===== config.mk =====
export PLATFORM = sky130hd
export DESIGN_NAME = amf_seq
export DESIGN_NICKNAME = d
export VERILOG_FILES = /design/src/sv/array_mode_finder_defines.svh /design/src/sv/amf_pkg.sv /design/src/sv/amf_seq.sv
export SDC_FILE = /design/constraint.sdc
export NUM_CORES = 1
export LEC_CHECK = 0
export ABC_AREA = 1
export BUFFER_PORTS_ARGS = -buffer_cell sky130_fd_sc_hd__buf_4
export CORE_MARGIN = 3
export CORE_UTILIZATION = 45
export CTS_CLUSTER_SIZE = 10
export DETAILED_ROUTE_END_ITERATION = 12
export PLACE_DENSITY = 0.75
export SLEW_MARGIN = 20
export SYNTH_ARGS = -nofsm -noshare
export SYNTH_HDL_FRONTEND = slang
export SYNTH_SLANG_ARGS = --single-unit
export TNS_END_PERCENT = 10

===== constraint.sdc =====
create_clock -name clk -period 6 [get_ports clk]
set_input_delay 0 -clock clk [delete_from_list [all_inputs] [get_ports clk]]
set_output_delay 0 -clock clk [all_outputs]
set_load 0.005 [all_outputs]

===== src/sv/array_mode_finder_defines.svh =====
// Assertion macros for the array mode finder RTL.
`ifndef ARRAY_MODE_FINDER_DEFINES_SVH
`define ARRAY_MODE_FINDER_DEFINES_SVH

// Clocked check, masked while reset is asserted.
`define AMF_ASSERT(lbl, prop, msg) \
	lbl: assert property (@(posedge clk) disable iff (!arst_n) (prop)) else $error(msg);

// Clocked check that also holds while reset is asserted.
`define AMF_ASSERT_ALWAYS(lbl, prop, msg) \
	lbl: assert property (@(posedge clk) (prop)) else $error(msg);

`endif


===== src/sv/amf_pkg.sv =====
// Shared types and constants for the array mode finder.
package amf_pkg;

	localparam int MAX_ITEMS   = 256;
	localparam int VALUE_W     = 32;
	localparam int IDX_W       = $clog2(MAX_ITEMS);
	localparam int CNT_W       = $clog2(MAX_ITEMS + 1);
	localparam int CHILD_W     = IDX_W + 2;
	localparam int MODE_CNT_W  = 9;
	localparam int OUT_FIELDS_W = VALUE_W + MODE_CNT_W + 1;
	localparam int OUT_TDATA_W = ((OUT_FIELDS_W + 7) / 8) * 8;
	localparam int OUT_PAD_W   = OUT_TDATA_W - OUT_FIELDS_W;

	typedef logic [VALUE_W-1:0]    value_t;
	typedef logic [IDX_W-1:0]      idx_t;
	typedef logic [CNT_W-1:0]      cnt_t;
	typedef logic [CHILD_W-1:0]    child_t;
	typedef logic [MODE_CNT_W-1:0] mode_cnt_t;

	// RAM access issued by the sort/scan sequencer
	typedef struct packed {
		logic   we;
		idx_t   waddr;
		value_t wdata;
		idx_t   raddr_a;
		idx_t   raddr_b;
	} ram_req_t;

	// Result of one set
	typedef struct packed {
		value_t value;
		cnt_t   count;
	} result_t;

endpackage


===== src/sv/amf_seq.sv =====
// Heap sort and run-length scan sequencer around two signed comparators.
module amf_seq (
	input  logic              clk,
	input  logic              arst_n,
	input  logic              start,
	input  amf_pkg::cnt_t     n,
	input  amf_pkg::value_t   rdata_a,
	input  amf_pkg::value_t   rdata_b,
	output amf_pkg::ram_req_t ram_req,
	output logic              done,
	output amf_pkg::result_t  result
);

	localparam logic [3:0] ST_IDLE    = 4'd0;
	localparam logic [3:0] ST_BLD_RD  = 4'd1;
	localparam logic [3:0] ST_BLD_LD  = 4'd2;
	localparam logic [3:0] ST_SIFT_RD = 4'd3;
	localparam logic [3:0] ST_SIFT_CMP = 4'd4;
	localparam logic [3:0] ST_EXT_RD  = 4'd5;
	localparam logic [3:0] ST_EXT_LD  = 4'd6;
	localparam logic [3:0] ST_SCAN_ST = 4'd7;
	localparam logic [3:0] ST_SCAN    = 4'd8;

	logic [3:0]      state_q, state_d;
	logic            extract_q, extract_d;
	amf_pkg::cnt_t   n_q, n_d;
	amf_pkg::cnt_t   k_q, k_d;
	amf_pkg::cnt_t   size_q, size_d;
	amf_pkg::idx_t   root_q, root_d;
	amf_pkg::value_t val_q, val_d;
	amf_pkg::idx_t   j_q, j_d;
	amf_pkg::value_t cur_q, cur_d;
	amf_pkg::cnt_t   cur_cnt_q, cur_cnt_d;
	amf_pkg::value_t best_q, best_d;
	amf_pkg::cnt_t   best_cnt_q, best_cnt_d;
	logic            done_q, done_d;

	amf_pkg::child_t left, right, size_ext;
	logic            has_left, has_right, pick_b, sift_end;
	amf_pkg::value_t pick_val;
	amf_pkg::idx_t   pick_idx;
	amf_pkg::cnt_t   run_cnt;

	// shared comparator path: larger child, then child against sifted value
	assign left     = {1'b0, root_q, 1'b1};
	assign right    = left + amf_pkg::child_t'(1);
	assign size_ext = amf_pkg::child_t'(size_q);
	assign has_left  = left < size_ext;
	assign has_right = right < size_ext;
	assign pick_b   = has_right && ($signed(rdata_b) > $signed(rdata_a));
	assign pick_val = pick_b ? rdata_b : rdata_a;
	assign pick_idx = pick_b ? amf_pkg::idx_t'(right) : amf_pkg::idx_t'(left);
	assign run_cnt  = (j_q == '0 || rdata_a != cur_q) ? amf_pkg::cnt_t'(1)
		: cur_cnt_q + amf_pkg::cnt_t'(1);

	always_comb begin
		state_d    = state_q;
		extract_d  = extract_q;
		n_d        = n_q;
		k_d        = k_q;
		size_d     = size_q;
		root_d     = root_q;
		val_d      = val_q;
		j_d        = j_q;
		cur_d      = cur_q;
		cur_cnt_d  = cur_cnt_q;
		best_d     = best_q;
		best_cnt_d = best_cnt_q;
		done_d     = 1'b0;
		sift_end   = 1'b0;
		ram_req    = '0;

		unique case (state_q)
			ST_IDLE: begin
				if (start) begin
					n_d       = n;
					extract_d = 1'b0;
					k_d       = n >> 1;
					state_d   = (n < amf_pkg::cnt_t'(2)) ? ST_SCAN_ST : ST_BLD_RD;
				end
			end
			ST_BLD_RD: begin
				ram_req.raddr_a = amf_pkg::idx_t'(k_q - amf_pkg::cnt_t'(1));
				root_d  = amf_pkg::idx_t'(k_q - amf_pkg::cnt_t'(1));
				size_d  = n_q;
				state_d = ST_BLD_LD;
			end
			ST_BLD_LD: begin
				val_d   = rdata_a;
				state_d = ST_SIFT_RD;
			end
			ST_SIFT_RD: begin
				ram_req.raddr_a = amf_pkg::idx_t'(left);
				ram_req.raddr_b = amf_pkg::idx_t'(right);
				if (!has_left) begin
					ram_req.we    = 1'b1;
					ram_req.waddr = root_q;
					ram_req.wdata = val_q;
					sift_end      = 1'b1;
				end else begin
					state_d = ST_SIFT_CMP;
				end
			end
			ST_SIFT_CMP: begin
				ram_req.we    = 1'b1;
				ram_req.waddr = root_q;
				if ($signed(pick_val) > $signed(val_q)) begin
					ram_req.wdata = pick_val;
					root_d        = pick_idx;
					state_d       = ST_SIFT_RD;
				end else begin
					ram_req.wdata = val_q;
					sift_end      = 1'b1;
				end
			end
			ST_EXT_RD: begin
				ram_req.raddr_a = '0;
				ram_req.raddr_b = amf_pkg::idx_t'(k_q);
				state_d = ST_EXT_LD;
			end
			ST_EXT_LD: begin
				// heap top moves to the sorted tail, tail value sifts from the root
				ram_req.we    = 1'b1;
				ram_req.waddr = amf_pkg::idx_t'(k_q);
				ram_req.wdata = rdata_a;
				val_d   = rdata_b;
				root_d  = '0;
				size_d  = k_q;
				state_d = ST_SIFT_RD;
			end
			ST_SCAN_ST: begin
				ram_req.raddr_a = '0;
				j_d     = '0;
				state_d = ST_SCAN;
			end
			ST_SCAN: begin
				ram_req.raddr_a = j_q + amf_pkg::idx_t'(1);
				cur_d     = rdata_a;
				cur_cnt_d = run_cnt;
				if (j_q == '0) begin
					best_d     = rdata_a;
					best_cnt_d = amf_pkg::cnt_t'(1);
				end else if (run_cnt > best_cnt_q) begin
					best_d     = rdata_a;
					best_cnt_d = run_cnt;
				end
				if (amf_pkg::cnt_t'(j_q) == n_q - amf_pkg::cnt_t'(1)) begin
					done_d  = 1'b1;
					state_d = ST_IDLE;
				end else begin
					j_d = j_q + amf_pkg::idx_t'(1);
				end
			end
			default: begin
				state_d = ST_IDLE;
			end
		endcase

		if (sift_end) begin
			if (!extract_q) begin
				if (k_q == amf_pkg::cnt_t'(1)) begin
					extract_d = 1'b1;
					k_d       = n_q - amf_pkg::cnt_t'(1);
					state_d   = ST_EXT_RD;
				end else begin
					k_d     = k_q - amf_pkg::cnt_t'(1);
					state_d = ST_BLD_RD;
				end
			end else begin
				if (k_q == amf_pkg::cnt_t'(1)) begin
					state_d = ST_SCAN_ST;
				end else begin
					k_d     = k_q - amf_pkg::cnt_t'(1);
					state_d = ST_EXT_RD;
				end
			end
		end
	end

	always_ff @(posedge clk or negedge arst_n) begin
		if (!arst_n) begin
			state_q   <= ST_IDLE;
			extract_q <= 1'b0;
			done_q    <= 1'b0;
		end else begin
			state_q   <= state_d;
			extract_q <= extract_d;
			done_q    <= done_d;
		end
	end

	always_ff @(posedge clk) begin
		n_q        <= n_d;
		k_q        <= k_d;
		size_q     <= size_d;
		root_q     <= root_d;
		val_q      <= val_d;
		j_q        <= j_d;
		cur_q      <= cur_d;
		cur_cnt_q  <= cur_cnt_d;
		best_q     <= best_d;
		best_cnt_q <= best_cnt_d;
	end

	assign done         = done_q;
	assign result.value = best_q;
	assign result.count = best_cnt_q;

endmodule


# Yosys cells after proc, flatten, opt, wreduce, memory -nomap -nowiden
# Index checks and enable logic that the tools add are counted.
# totals
n_memories	0
ff_bits	163
mem_bits_ro	0
ram_bits	0
latchBits	0
elab_cells	99
output_inout_bits	99
# classes
reduce_logical	15
bitwise_logic	0
muxes	43
n_mul	0
n_shift	0
n_lt_le_gt_ge	6
eq_ne	17
div	0
add_sub_neg	5
# ops
op	n
$mux W32	4
$pmux W41 S3	1
$mux W9	8
$gt A32 B32 Y1	2
$pmux W32 S2	1
$pmux W8 S3	2
$mux W41	1
$ne A32 B32 Y1	1
$pmux W4 S8	1
$pmux W8 S2	2
$mux W4	6
$mux W8	3
$pmux W9 S2	1
$sub A9 B1 Y9 const B	2
$eq A4 B3 Y1 const B	4
$ne A3 B3 Y1 const B	4
$add A9 B1 Y10 const B	1
$lt A10 B9 Y1	1
$add A9 B1 Y9 const B	1
$eq A8 B9 Y1	1
$eq A9 B1 Y1 const B	1
$gt A9 B9 Y1	1
$lt A9 B2 Y1 const B	1
$lt A9 B9 Y1	1
other kinds (18)	35

# Logic depth before layout (Yosys ltp)
# Gate-level depths: netlist of the first run.
# depth
word_depth	9
mapped_depth	41

# Worst setup path after synthesis of the first run
# Ideal clock, no wire load.
# synth_path
path_type	register to register
startpoint	reg cur_q[13]
endpoint	reg best_cnt_q[0] (enable)
synth_period_minus_slack_ps	4845
setup_time_ps	453
t_arrival_ps	4392
required_time_ps	5547
path_stages_with_launch	19
slack_ps	1155
cell_sequence	edfxtp_1 -> or2_2 -> nand3_1 -> nor3_1 -> nand4_1 -> nor3_1 -> nand4_1 -> clkbuf_1 -> nor2_1 -> ha_1 -> nand2_1 -> o21a_1 -> o21ai_0 -> nand3_1 -> nand2_1 -> a21oi_1 -> o21bai_1 -> nand2_1 -> a21oi_1
# synth_between
elab_chain_len	6
# synth_rtl
item	line_no	rtl
start, declared	amf_seq.sv:32	amf_pkg::value_t cur_q, cur_d;
start signal, assigned	amf_seq.sv:199	cur_q <= cur_d;
$ne A32 B32 Y1	amf_seq.sv:53	assign run_cnt = (j_q == '0 || rdata_a != cur_q) ? amf_pkg::cnt_t'(1)
$logic_or A1 B1 Y1	amf_seq.sv:53	
$mux W9	amf_seq.sv:53	
net run_cnt[1]	amf_seq.sv:42	amf_pkg::cnt_t run_cnt;
$gt A9 B9 Y1	amf_seq.sv:143	end else if (run_cnt > best_cnt_q) begin
$reduce_bool A2 Y1 (no source line)	-	
$reduce_and A2 Y1 (no source line)	-	
end signal, assigned	amf_seq.sv:202	best_cnt_q <= best_cnt_d;
end, declared	amf_seq.sv:35	amf_pkg::cnt_t best_cnt_q, best_cnt_d;
# The timed path passes the listed nets, and every way through them passes these cells.
# A chain may end at the register's enable or synchronous reset.

==> out/results.env, run 1 <==
SYN2LAYOUT_AREA_GROWTH_PCT=26.6
FINAL_CORE_UTILIZATION=0.591
NUMBER_OF_GLOBAL_ROUTE_VIAS_BEFORE_REPAIR=10300
LEAKAGE_nW=6.64
CTS_SETUP_BUFFERS=0
CLK_LATENCY_NS=0.43
HTREE_NUM_LEVELS=4
POSTSYNTH.ASYNCRESETSHARE=0.0368
DR.FIRST_ITER.DRC_COUNT=968
YOSYS_REGISTER_BITS=163
SYNTH_EDF_COUNT=148
ACHIEVABLE-FREQUENCY_MHz=182
FINISH.NET_COUNT=1798
DETAIL_ROUTE.VIAS_PER_CELL=5.34
CTS.PATH.MAX_BUFFERS=2
NUMBER_OF_WARNINGS_PRINTED_DURING_YOSYS_SYNTHESIS=0
INITIAL_CORE_UTIL=0.467
POST-ROUTE-MIN-PERIOD_NS=5.50
PIN_COUNT=175
ROUTE.FINAL.WIRE_LENGTH_MICRONS=33400
WORST_HOLD_CHECK_SLACK_NS=0.295
SYNTH.TOP_CELL.AREA_SHARE=0.398
SETUP-VIOLATIONS-FINAL=0
SETUP_REPAIR_AFTER_GLOBAL_ROUTING_MISSED_ITS_MARGIN='false'
ARRIVAL_NS=5.50
TIMING_MAX_TRANSITION_VIOLATIONS_FINAL=0
SYNTH_FF_TYPE='edfxtp_1'
TIMING.CRITICAL_PATH.FROM_TYPE='register'
REPORT.FINAL.HOLD_VIOL_COUNT=0
SYN-CELL-AREA_SQ_UM=11200
NUMBER_OF_ANTENNA_VIOLATIONS_AT_THE_FIRST_CHECK_IN_GLOBAL_ROUTING=1
YOSYS.CELL_COUNT.TOP_TYPE='nand2_1'
VIAS=10500
LAYOUT_WORST_PATH_CYCLE_SHARE=0.917
CLOCKROOTBUFFER='clkbuf_16'
LARGEST_STAGE_DELAY_ON_THE_CRITICAL_PATH_NS=0.44
WORSTHOLDPATHTYPE='in -> reg'
FP.DIEW_MICRONS=163
CTS_MADE_BUFFERS=17
CRITICAL-PATH-TOP-CELL-BY-COUNT='nand2_1'
PLACEABLECOREAREA_SQ_UM=23900
GRT_USE_TOTAL=0.248
PATH_DEPTH_OF_THE_WORST_REG2REG_PATH=29
NUMPORTBUFFERS=174
CRITICAL_PATH.REG2REG.ENDPOINT='state_q[0]'
CRITPATHREQUIREDTIME_NS=6.00
CLOCK_SKEW_NS=0.0106
R2R_SETUP_SLACK_NS=1.13
CP-END-KIND='output port'
DRT-PASS1-ITER-COUNT=6
DETAIL_ROUTE.WL_PER_CELL_MICRONS=17.1
DIE-HEIGHT_MICRONS=163
GRT_MAX_DEGREE=54
TNS_NS=0
WORST_SETUP_PATH_STARTPOINT='root_q[0]'
CLK_PIN_SLEW_WORST_PATHS_NS=0.07
CRITICAL_PATH.REG2REG.STARTPOINT='root_q[0]'
MAX_CAP_VIOL_COUNT=0
TIMING_WORST_SETUP_PATH_TYPE='reg -> out'
TRITONCTS_CLOCK_TREE='done'
CRITPATHMAXFANOUT=32
GRT_FIRST_PASS_WIRELENGTH_MICRONS=52000
WORST_PIN_SLEW_NS=1.05
SYNTH_LARGEST_AREA_CELL='edfxtp_1'
SYNTH.LIB_CELLS_USED.DISTINCT=41
SYNTHESIS.INSTANCES=1381
DIE_AREA_SQ_UM=26700
FINAL_ANTENNA_NET_COUNT=0
MAX_SLEW_MARGIN=0.302
CTS.SINKS=163
COMMONEST_CELLS_POST_SYNTH='361 x nand2_1, 218 x inv_1, 148 x edfxtp_1'
RUN_STATUS='complete, no violations'
SYN-NUM-NETS=1553
FINAL_WEIGHTED_CONGESTION_IN_ROUTABILITY_DRIVEN_PLACEMENT=1.01
TOTAL_POWER_DIVIDED_BY_CELL_AREA_nW_PER_UM2=411
VDD_IR_DROP_MAX_uV=254
SYNTH.AREA.TOP_CELLS='edfxtp_1 40%, nand2_1 12%, ha_1 11%, inv_1 7.3%, o21ai_0 4.7%'
DRC=0
SYNTH.YOSYS.SEQ_AREA_SHARE=0.428
TIMING.CRITICAL_PATH.TO='ram_req[42]'
POSTSYNTHAREAPERCELL_SQ_UM=8.08
PLACE_HPWL_MICRONS=24000
CRITICAL-PATH-SLOWEST-CELL='edfxtp_1'
ANTENNA_CELLS=0
GRT-OVFL-TOTAL=0
STD_CELL_ROWS=56
POST_ROUTE_CELLS_DRIVE_ABOVE_1_SHARE=0.150
-- worst max-delay path: cells and delay by family (launching register included) --
kind                     cells  cell delay [ns]
AND/OR/NAND/NOR             21             2.44
buffers and inverters        5             0.87
adder cells (fa/ha/maj)      2             0.55
XOR/XNOR                     1             0.24
AO/OA/AOI/OAI                3             0.50
flip-flops                   1             0.44
-- what timing repair did --
item / CTS / global route
endpoints found under the setup margin: 0 / 32
hold endpoints to repair: 118 / 0
resized for setup: 0 / 5
hold buffers: 76 / 0
-- layer usage --
| metal | GRT usage | vias to the layer above | part of all wire |
|---|---|---|---|
| met1 | 0.316 | 4822 | 0.42 |
| met3 | 0.0520 | 71 | 0.089 |
| met4 | 0.0977 | 2 | 0.030 |
| met5 | 0 | - | 0.00039 |
| li1 | - | 5045 | - |
| met2 | 0.413 | 518 | 0.46 |
-- worst min path at each step --
stage | to | slack (ns) | cells after the start | startpoint
6_report | n_q[0] | 0.30 | 2 | n[0]
2_1_floorplan | done | -0.30 | 0 | arst_n
3_5_place_dp | done | -0.19 | 1 | arst_n
5_1_grt | n_q[0] | 0.28 | 2 | n[0]
3_3_place_gp | done | -0.19 | 1 | arst_n
4_1_cts | n_q[0] | 0.28 | 2 | n[0]
-- stage by stage --
stage | cells | cell area (sq um) | power (W) | setup WS, ns
CTS | 1958 | 14100 | 0.00576 | 0.179
global route | 1958 | 14100 | 0.00625 | 0.0124
detailed placement | 1850 | 12800 | 0.00464 | 0.645
floorplan | 1381 | 11200 | 0.00358 | 1.15
finish | 1958 | 14100 | 0.00581 | 0.497
global placement | 1850 | 12800 | 0.00458 | 0.777
-- logic make-up (layout without fill, tap and decap cells) --
group / after synthesis / after routing / synth area share
compound gates: 200 / 200 / 0.0979
buf+inv: 257 / 515 / 0.0917
fa+ha+maj: 96 / 96 / 0.108
simple gates: 624 / 624 / 0.243
xor+xnor: 41 / 41 / 0.0322
flops: 163 / 163 / 0.428
-- layout by cell type (no fill, tap or decap), drive strengths merged, types with 48 or more instances in the layout --
cell type,synthesis,routed
a21oi,48,48
buf,17,184
dlygate4sd3,0,76
edfxtp,148,148
ha,96,96
inv,223,228
nand2,363,363
nand3,98,98
nor2,85,85
o21ai,122,122
-- cell type report --
class                   count  area [sq um]
multi-input cells         961          5400
inverters                 223           837
clock buffers              18           429
repair buffers            260          2170
clock inverters            14           128
fillers                  2068          9760
well taps                 319           399
flip-flops and latches    163          4770
-- registers in the layout, indices dropped and copies added (netlist names) --
signal	flops
best_q	32
cur_q	32
val_q	32
best_cnt_q	9
cur_cnt_q	9
k_q	9
n_q	9
size_q	9
j_q	8
root_q	8
state_q	4
done	1
extract_q	1
-- power by group --
group / switching [W] / internal [W]
sequential: 0.000157 / 0.00155
clock: 0.000490 / 0.000576
combinational: 0.00191 / 0.00113
Note: power is estimated with default switching activity, not from simulation.
==> run 2: changes to the inputs <==
--- a/config.mk
+++ b/config.mk
@@ -8,10 +8,10 @@
 export ABC_AREA = 1
 export BUFFER_PORTS_ARGS = -buffer_cell sky130_fd_sc_hd__buf_4
 export CORE_MARGIN = 3
-export CORE_UTILIZATION = 45
+export CORE_UTILIZATION = 40
 export CTS_CLUSTER_SIZE = 10
 export DETAILED_ROUTE_END_ITERATION = 12
-export PLACE_DENSITY = 0.75
+export PLACE_DENSITY = 0.69
 export SLEW_MARGIN = 20
 export SYNTH_ARGS = -nofsm -noshare
 export SYNTH_HDL_FRONTEND = slang
==> out/results.env, run 2 (synthesis results as in run 1) <==
CRITICAL-PATH-TOP-CELL-BY-COUNT='nand2_1'
SETUP_REPAIR_AFTER_GLOBAL_ROUTING_MISSED_ITS_MARGIN='false'
RUN_STATUS='complete, no violations'
POST-ROUTE-MIN-PERIOD_NS=5.40
CP-END-KIND='output port'
TIMING_WORST_SETUP_PATH_TYPE='reg -> out'
LAYOUT_WORST_PATH_CYCLE_SHARE=0.901
TOTAL_POWER_DIVIDED_BY_CELL_AREA_nW_PER_UM2=411
PIN_COUNT=175
CLK_LATENCY_NS=0.43
CRITICAL-PATH-SLOWEST-CELL='edfxtp_1'
FINISH.INSTANCE_AREA_SQ_UM=14200
TRITONCTS_CLOCK_TREE='done'
TNS_NS=0
HTREE_NUM_LEVELS=4
TIMING.CRITICAL_PATH.FROM_TYPE='register'
GRT_USE_TOTAL=0.218
NUMPORTBUFFERS=174
ROUTE.FINAL.WIRE_LENGTH_MICRONS=32900
VDD_IR_DROP_MAX_uV=230
VIAS=10300
GRT_MAX_DEGREE=69
DRT-PASS1-ITER-COUNT=5
STD_CELL_ROWS=60
PLACEABLECOREAREA_SQ_UM=27200
CTS.PATH.MAX_BUFFERS=2
FINAL_ANTENNA_NET_COUNT=0
ARRIVAL_NS=5.40
SYN2LAYOUT_AREA_GROWTH_PCT=27.5
REPORT.FINAL.HOLD_VIOL_COUNT=0
CLOCKROOTBUFFER='clkbuf_16'
DR.FIRST_ITER.DRC_COUNT=827
INITIAL_CORE_UTIL=0.411
FINISH.NET_COUNT=1801
DIE-HEIGHT_MICRONS=173
LARGEST_STAGE_DELAY_ON_THE_CRITICAL_PATH_NS=0.49
MOSTFREQUENTLAYOUTCELL='nand2_1'
ANTENNA_CELLS=0
MAX_SLEW_MARGIN=0.502
R2R_SETUP_SLACK_NS=1.05
CRITPATHREQUIREDTIME_NS=6.00
PLACE_HPWL_MICRONS=24100
NUMBER_OF_ANTENNA_VIOLATIONS_AT_THE_FIRST_CHECK_IN_GLOBAL_ROUTING=0
CTS.SINKS=163
FINAL_CORE_UTILIZATION=0.523
PLACEMENT.CELL_AREA_SQ_UM=12900
LEAKAGE_nW=6.66
DETAIL_ROUTE.WL_PER_CELL_MICRONS=16.3
REG.LARGEST.LIST='best_q: 32 flops, cur_q: 32 flops, val_q: 32 flops'
WORSTHOLDPATHTYPE='in -> reg'
NUMBER_OF_GLOBAL_ROUTE_VIAS_BEFORE_REPAIR=10200
FINAL_WEIGHTED_CONGESTION_IN_ROUTABILITY_DRIVEN_PLACEMENT=0.987
DRC=0
MAX_CAP_VIOL_COUNT=0
CLOCK_SKEW_NS=0.0128
GRT_FIRST_PASS_WIRELENGTH_MICRONS=52800
GRT-OVFL-TOTAL=0
SETUP-VIOLATIONS-FINAL=0
ACHIEVABLE-FREQUENCY_MHz=185
CRITPATHMAXFANOUT=22
CLK_PIN_SLEW_WORST_PATHS_NS=0.06
POST_ROUTE_CELLS_DRIVE_ABOVE_1_SHARE=0.151
CTS_MADE_BUFFERS=17
FP.DIEW_MICRONS=173
MOST-COMMON-LAYOUT-CELLS='359 x nand2_1, 217 x inv_1, 186 x buf_4'
WORST_PIN_SLEW_NS=0.742
DIE_AREA_SQ_UM=29900
TIMING_MAX_TRANSITION_VIOLATIONS_FINAL=0
DETAIL_ROUTE.VIAS_PER_CELL=5.12
==> run 2: cell types whose count changed in the layout (fill, tap and decap cells not counted), moves of 2 or more <==
cell / previous run / this run
buf_4: 181 / 186
inv_6: 5 / 0
clkbuf_1: 1 / 4
clkbuf_8: 0 / 2
dlygate4sd3_1: 76 / 74
==> run 2: final timing paths <==
| path | start | end | cells after the start |
|---|---|---|---|
| max in group asynchronous | arst_n | done | 3 |
| worst min register to register | k_q[8] | k_q[8] | 2 |
| worst min-delay path | rdata_b[28] | val_q[28] | 3 |
| worst max register to register | root_q[0] | root_q[3] | 31 |
| min in group asynchronous | arst_n | state_q[2] | 3 |
| worst max-delay path | root_q[0] | ram_req[47] | 34 |
==> run 2: critical path, delay by kind of cell (launching register included) <==
family / cells / cell delay [ns]
adders and majority gates: 3 / 0.78
and+or+nand+nor: 22 / 2.10
DFF: 1 / 0.49
buffers and inverters: 5 / 0.84
AOI/OAI and AO/OA: 4 / 0.74
==> run 2: metal layers <==
metal	share of wire	track usage	up-vias
li1	-	-	5061
met1	0.43	0.285	4725
met2	0.46	0.359	450
met3	0.072	0.0386	81
met4	0.037	0.0912	0
met5	0	0	-
==> run 2: layout make-up <==
cell class | instances | area (sq um)
Clock buffer | 23 | 468
Clock inverter | 9 | 109
Fill cell | 2542 | 13000
Inverter | 223 | 837
Multi-Input combinational cell | 961 | 5390
Sequential cell | 163 | 4770
Tap cell | 372 | 465
Timing Repair Buffer | 263 | 2180
==> run 2: repair_timing <==
item | 4_1_cts | 5_1_grt
resized for setup | 0 | 3
setup buffers | 0 | 2
setup endpoints to repair | 0 | 32
hold endpoints to repair | 116 | 0
hold buffers | 74 | 0
==> run 2: power by group <==
| part | total (W) | switching [W] | internal (W) |
|---|---|---|---|
| sequential | 0.00171 | 0.000160 | 0.00155 |
| clock | 0.00111 | 0.000472 | 0.000635 |
| combinational | 0.00303 | 0.00188 | 0.00115 |
==> run 2: per-stage QoR <==
step / worst slack, ns / std cells / power [W] / hold slack [ns]
finish: 0.596 / 2014 / 0.00584 / 0.0112
global route: 0.0605 / 2014 / 0.00630 / 0.0481
CTS: 0.229 / 2012 / 0.00581 / 0.00688
detailed placement: 0.733 / 1906 / 0.00465 / -0.180
global placement: 0.826 / 1906 / 0.00459 / -0.181
floorplan: 1.15 / 1381 / 0.00358 / -0.296
